File: src/sv/ils_pkg.sv
`default_nettype none
package ils_pkg;
  localparam int DefCapacity = 256;
  localparam int ValueW = 32;
  localparam int LenW = 9;
  localparam int PosW = 8;

  localparam logic [2:0] KIND_READ   = 3'd0;
  localparam logic [2:0] KIND_HEAD   = 3'd1;
  localparam logic [2:0] KIND_TAIL   = 3'd2;
  localparam logic [2:0] KIND_AT     = 3'd3;
  localparam logic [2:0] KIND_DELETE = 3'd4;

  localparam logic [1:0] ST_DONE  = 2'd0;
  localparam logic [1:0] ST_RANGE = 2'd1;
  localparam logic [1:0] ST_FULL  = 2'd2;

  typedef enum logic [1:0] {
    OP_NONE,
    OP_READ,
    OP_INS,
    OP_DEL
  } op_t;

  typedef struct packed {
    op_t op;
    logic ld_in;
  } ils_cmd_t;

  typedef struct packed {
    logic walk_done;
  } ils_stat_t;
endpackage
`default_nettype wire

File: src/sv/ils_ctrl.sv
`default_nettype none
module ils_ctrl (
  input  wire logic             clk,
  input  wire logic             rst_n,
  input  wire logic             in_valid,
  output logic                  in_ready,
  output logic                  out_valid,
  input  wire logic             out_ready,
  input  wire logic [2:0]       kind,
  input  wire logic             ins_ok,
  input  wire logic             del_ok,
  input  wire logic             rd_ok,
  output ils_pkg::ils_cmd_t     cmd,
  input  wire ils_pkg::ils_stat_t stat
);
  import ils_pkg::*;
  typedef enum logic [1:0] {S_IDLE, S_WALK, S_OUT} state_t;
  state_t state_r, state_nxt;
  op_t op_r, op_nxt;
  logic acc;

  assign in_ready = (state_r == S_IDLE);
  assign out_valid = (state_r == S_OUT);
  assign acc = in_valid && in_ready;
  assign cmd.op = op_r;
  assign cmd.ld_in = acc;

  always_comb begin
    state_nxt = state_r;
    op_nxt = op_r;
    unique case (state_r)
      S_IDLE: begin
        if (acc) begin
          state_nxt = S_WALK;
          op_nxt = OP_NONE;
          unique case (kind) inside
            KIND_READ: if (rd_ok) op_nxt = OP_READ;
            KIND_HEAD, KIND_TAIL, KIND_AT: if (ins_ok) op_nxt = OP_INS;
            KIND_DELETE: if (del_ok) op_nxt = OP_DEL;
            default: op_nxt = OP_NONE;
          endcase
        end
      end
      S_WALK: if (stat.walk_done) begin
        state_nxt = S_OUT;
        op_nxt = OP_NONE;
      end
      S_OUT: if (out_ready) state_nxt = S_IDLE;
      default: state_nxt = S_IDLE;
    endcase
  end

  always_ff @(posedge clk) begin
    if (!rst_n) begin
      state_r <= S_IDLE;
      op_r <= OP_NONE;
    end else begin
      state_r <= state_nxt;
      op_r <= op_nxt;
    end
  end
endmodule
`default_nettype wire

File: config.mk
export PLATFORM = sky130hd
export DESIGN_NAME = ils_ctrl
export DESIGN_NICKNAME = d
export VERILOG_FILES = /design/src/sv/ils_pkg.sv /design/src/sv/ils_ctrl.sv
export SDC_FILE = /design/constraint.sdc
export NUM_CORES = 1
export LEC_CHECK = 0
export ABC_CLOCK_PERIOD_IN_PS = 2600
export BUFFER_PORTS_ARGS = -buffer_cell sky130_fd_sc_hd__buf_4
export CAP_MARGIN = 0
export CORE_AREA = 8 8 45 47
export CTS_BUF_LIST = sky130_fd_sc_hd__clkbuf_4 sky130_fd_sc_hd__clkbuf_8
export DETAILED_ROUTE_END_ITERATION = 16
export DIE_AREA = 0 0 53 55
export PLACE_DENSITY = 0.43
export REMOVE_ABC_BUFFERS = 1
export SYNTH_ARGS = -nofsm -noshare
export SYNTH_HDL_FRONTEND = slang
export SYNTH_SLANG_ARGS = --single-unit
File: constraint.sdc
create_clock -name clk -period 2.6 [get_ports clk]
set_input_delay 0.39 -clock clk [delete_from_list [all_inputs] [get_ports clk]]
set_output_delay 0.39 -clock clk [all_outputs]
set_load 0.01 [all_outputs]
# Yosys cells after proc, flatten, opt, wreduce, memory -nomap -nowiden
# Cells that the tools add are included.
# Widths: inputs -> output; s select.
classes:
  n_eq_ne: 9
  n_mux: 11
  reduce_logical: 7
ops:
  columns: ["operator", "n"]
  rows:
  - ["$mux 2", 7]
  - ["$pmux 2 s3", 2]
  - ["$eq 3x2->1 const B", 2]
  - ["$reduce_and 3->1", 2]
  - ["$ne 2x1->1 const B", 2]
  - ["$pmux 2 s2", 1]
  - ["$eq 3x1->1 const B", 1]
  - ["$eq 3x3->1 const B", 1]
  - ["$logic_not 3->1", 1]
  - ["$reduce_or 3->1", 1]
  - ["$eq 2x1->1 const B", 1]
  - ["$eq 2x2->1 const B", 1]
  - ["$logic_not 2->1", 1]
  - ["$ne 2x2->1 const B", 1]
  - ["$reduce_bool 2->1", 1]
  - ["$logic_and 1x1->1", 1]
  - ["$mux 1", 1]
word_totals:
  reg_bits: 4
  inputBits: 11
  output_inout_bits: 5
  wordCells: 29

# Depth between registers and ports, before layout
logic_depth:
  depth_word: 5
  ltp_mapped: 3
  depth_no_buf: 3

# Worst setup path before layout
# Ideal clock, no wire load.
synth_path:
  path_type: "input -> output"
  start: "input in_valid"
  end: "output cmd[0] (netlist bit)"
  t_arrival_ns: 0.741
  required_ns: 2.210
  slack_ns: 1.469
  stages: 2
  n_path_buf: 1
  path_cell_list: "nor3b_2 buf_4"
synth_rtl:
  columns: ["item", "line", "rtl"]
  rows:
  - ["from (decl)", "ils_ctrl.sv:5", "input wire logic in_valid,"]
  - ["to (decl)", "ils_ctrl.sv:13", "output ils_pkg::ils_cmd_t cmd,"]

==> flow_metrics.env <==
export IMPL_ir_worst_vdd_mv=0.1515
export IMPL_cts_buffer_depth=2
export IMPL_start_kind="flip-flop"
export IMPL_overflow=0
export IMPL_critPathCaptureType="primary output"
export IMPL_crit_required_ps=2210
export IMPL_crit_fanout=6
export IMPL_tightest_slew_ps=258.2
export IMPL_tns_ps=0
export IMPL_fin_util_pct=27.49
export IMPL_clkSinkCount=4
export IMPL_hold_viol=0
export IMPL_slew_viol_final=0
export IMPL_ys_warn_count=0
export IMPL_hold_buffers=0
export IMPL_dr_wl_met3_microns=115
export IMPL_syn_inst=26
export IMPL_place_hpwl_microns=521.5
export IMPL_start_util_pct=16.82
export IMPL_worst_r2r_endpoint="op_r[1]"
export IMPL_post_cts_resized=0
export IMPL_cts_buffers=3
export IMPL_yosys_top_cells_area="dfxtp_1 34%, mux2_2 9.7%, nand2_1 8.1%, nor3b_2 5.4%, o22ai_2 5.4%"
export IMPL_whs_endpoint="state_r[1]"
export IMPL_cp_arrival_ps=1070
export IMPL_wl_met2_microns=173
export IMPL_place_ws_ps=1314
export IMPL_fp_dieArea_sq_um=2915
export IMPL_crit_type="flip-flop to primary output"
export IMPL_top_layer="met4"
export IMPL_ys_types=16
export IMPL_rsz0062_at_grt="no"
export IMPL_grt_use_total_pct=4.918
export IMPL_wl_met1_microns=319
export IMPL_seq_area_frac_synth_pct=34.41
export IMPL_drive_gt1_share_pct=58.14
export IMPL_clock_latency_ps=230
export IMPL_numPortBuffers=15
export IMPL_synthAdderAreaFrac_pct=0
export IMPL_cap_violations=0
export IMPL_cts_setup_buffers=0
export IMPL_drt_first_pass_iters=3
export IMPL_coreArea_sq_um=1384
export IMPL_ioPinCount=16
export IMPL_relSlewSlack_pct=82.71
export IMPL_muxShareOfSynthArea_pct=9.677
export IMPL_yosys_area_top_type="dfxtp_1"
export IMPL_ant_nets=0
export IMPL_wl_per_cell_microns=10.68
export IMPL_synth_top_area_share_pct=34.41
export IMPL_grt_start_max_net_pins=7
export IMPL_syn_mean_instance_area_sq_um=8.951
export IMPL_clk_pin_slew_worst_paths_ps=40
export IMPL_first_iter_violations=2
export IMPL_viasPerCell=4.119
export IMPL_leakagePower_nw=0.1707
export IMPL_r2r_start="state_r[1]"
export IMPL_critPathLaunch="state_r[1]"
export IMPL_antenna_found_initial=0
export IMPL_grt_pass1_wl_microns=986
export IMPL_htreeDepth=1
export IMPL_place_congestion=0.6780
export IMPL_final_setup_viol_count=0
export IMPL_diodes=0
export IMPL_drc=0
export IMPL_min_period_ps=1457
export IMPL_status="completed"
export IMPL_wl_microns=630
export IMPL_synthXorXnorAreaFrac_pct=0
export IMPL_p_per_area_nw_per_um2=494.8
export IMPL_nets=56
export IMPL_die_x_microns=53
export IMPL_clock_skew_ps=0.3251
export IMPL_setup_slack_ps=1143
export IMPL_grt_pass1_vias=242
export IMPL_ys_ff_latch=4
export IMPL_rrSetupSlack_ps=1560
export IMPL_cts_tree="yes"
export IMPL_rows=14
export IMPL_cts_root_buffer="clkbuf_4"
export IMPL_fmax_mhz=686.3
export IMPL_fillers=156
export IMPL_hp_class="primary input to flip-flop"
export IMPL_reg2reg_depth=3
export IMPL_holdPathStages=2
export IMPL_syn_area_sq_um=232.7
export IMPL_vias=243
export IMPL_area_growth_pct=63.44
export IMPL_die_y_microns=55
export IMPL_period_share_pct=56.04
export IMPL_synth_compound_area_share_pct=19.35
export IMPL_min_delay_start="rst_n"
export IMPL_synthSimpleGateAreaFrac_pct=33.33
export IMPL_synth_top_family_by_area="simple AND/OR/NAND/NOR gates"
## cells by family (layout without fill, tap and decap cells)
kind of cell | count (synthesis) | count (layout)
mux | 2 | 2
compound gates | 5 | 5
buf+inv | 1 | 18
simple gates | 14 | 14
flops | 4 | 4
## where the power goes
part / switching, mW / internal [mW] / total [mW]
combinational: 0.0163 / 0.0253 / 0.0416
sequential: 0.00402 / 0.0651 / 0.0691
clock: 0.0259 / 0.0517 / 0.0775
## layout by cell type (no fill, tap or decap)
master and instances:
o22ai_2 1, buf_4 15, nor3b_2 1, o21a_1 1, clkbuf_4 3, mux2_2 2
nor2b_2 1, nand2_1 5, nand4_1 1, dfxtp_1 4, o21bai_2 1, o21ai_0 1
nor2b_1 1, nand2b_1 1, o21ai_2 1, nor3b_1 1, nor2_1 3
## how the worst max path moves through the flow
stage,to,slack (ps),cells past startpoint
after floorplan,op_r[1],1530,3
after global routing,cmd[0],1070,2
after detailed placement,cmd[0],1310,3
after global placement,cmd[0],1310,3
after CTS,cmd[0],1140,2
final,cmd[0],1140,2
## synthesized netlist by cell type, drive strengths merged
| library cell | count |
|---|---|
| o22ai | 1 |
| nand2 | 5 |
| nor2 | 3 |
| o21a | 1 |
| mux2 | 2 |
| buf | 1 |
| o21ai | 2 |
| o21bai | 1 |
| dfxtp | 4 |
| nand2b | 1 |
| nor3b | 2 |
| nor2b | 2 |
| nand4 | 1 |
## cell type report
class	count	area [sq um]	share of cell area [%]
flip-flops and latches	4	80.08	21.05
well taps	16	20.02	5.263
repair buffers	15	112.6	29.61
multi-input cells	21	145.1	38.16
clock buffers	3	22.52	5.921
## critical path: stages (launching register included)
cell     delay (ps)
dfxtp_1         360
nor3b_2         300
buf_4           180
## layer usage
metal	vias to the layer above	GRT usage, %
li1	124	-
met1	97	5.775
met2	19	4.883
met3	3	4.011
met4	0	5.172
met5	-	0
## sequential cells by signal (all words and copies together), names as in the netlist
name,count
op_r,2
state_r,2
## through the flow
stage / std cells / total power [mW] / hold slack [ps] / cell area, sq um
2_1_floorplan: 25 / 0.08858 / 495.3 / 225.2
3_3_place_gp: 56 / 0.1127 / 468.7 / 357.8
3_5_place_dp: 56 / 0.1121 / 473.3 / 357.8
4_1_cts: 59 / 0.1919 / 402.9 / 380.4
5_1_grt: 59 / 0.2031 / 411.4 / 380.4
6_report: 59 / 0.1882 / 404.4 / 380.4
(Power assumes the default switching activity.)
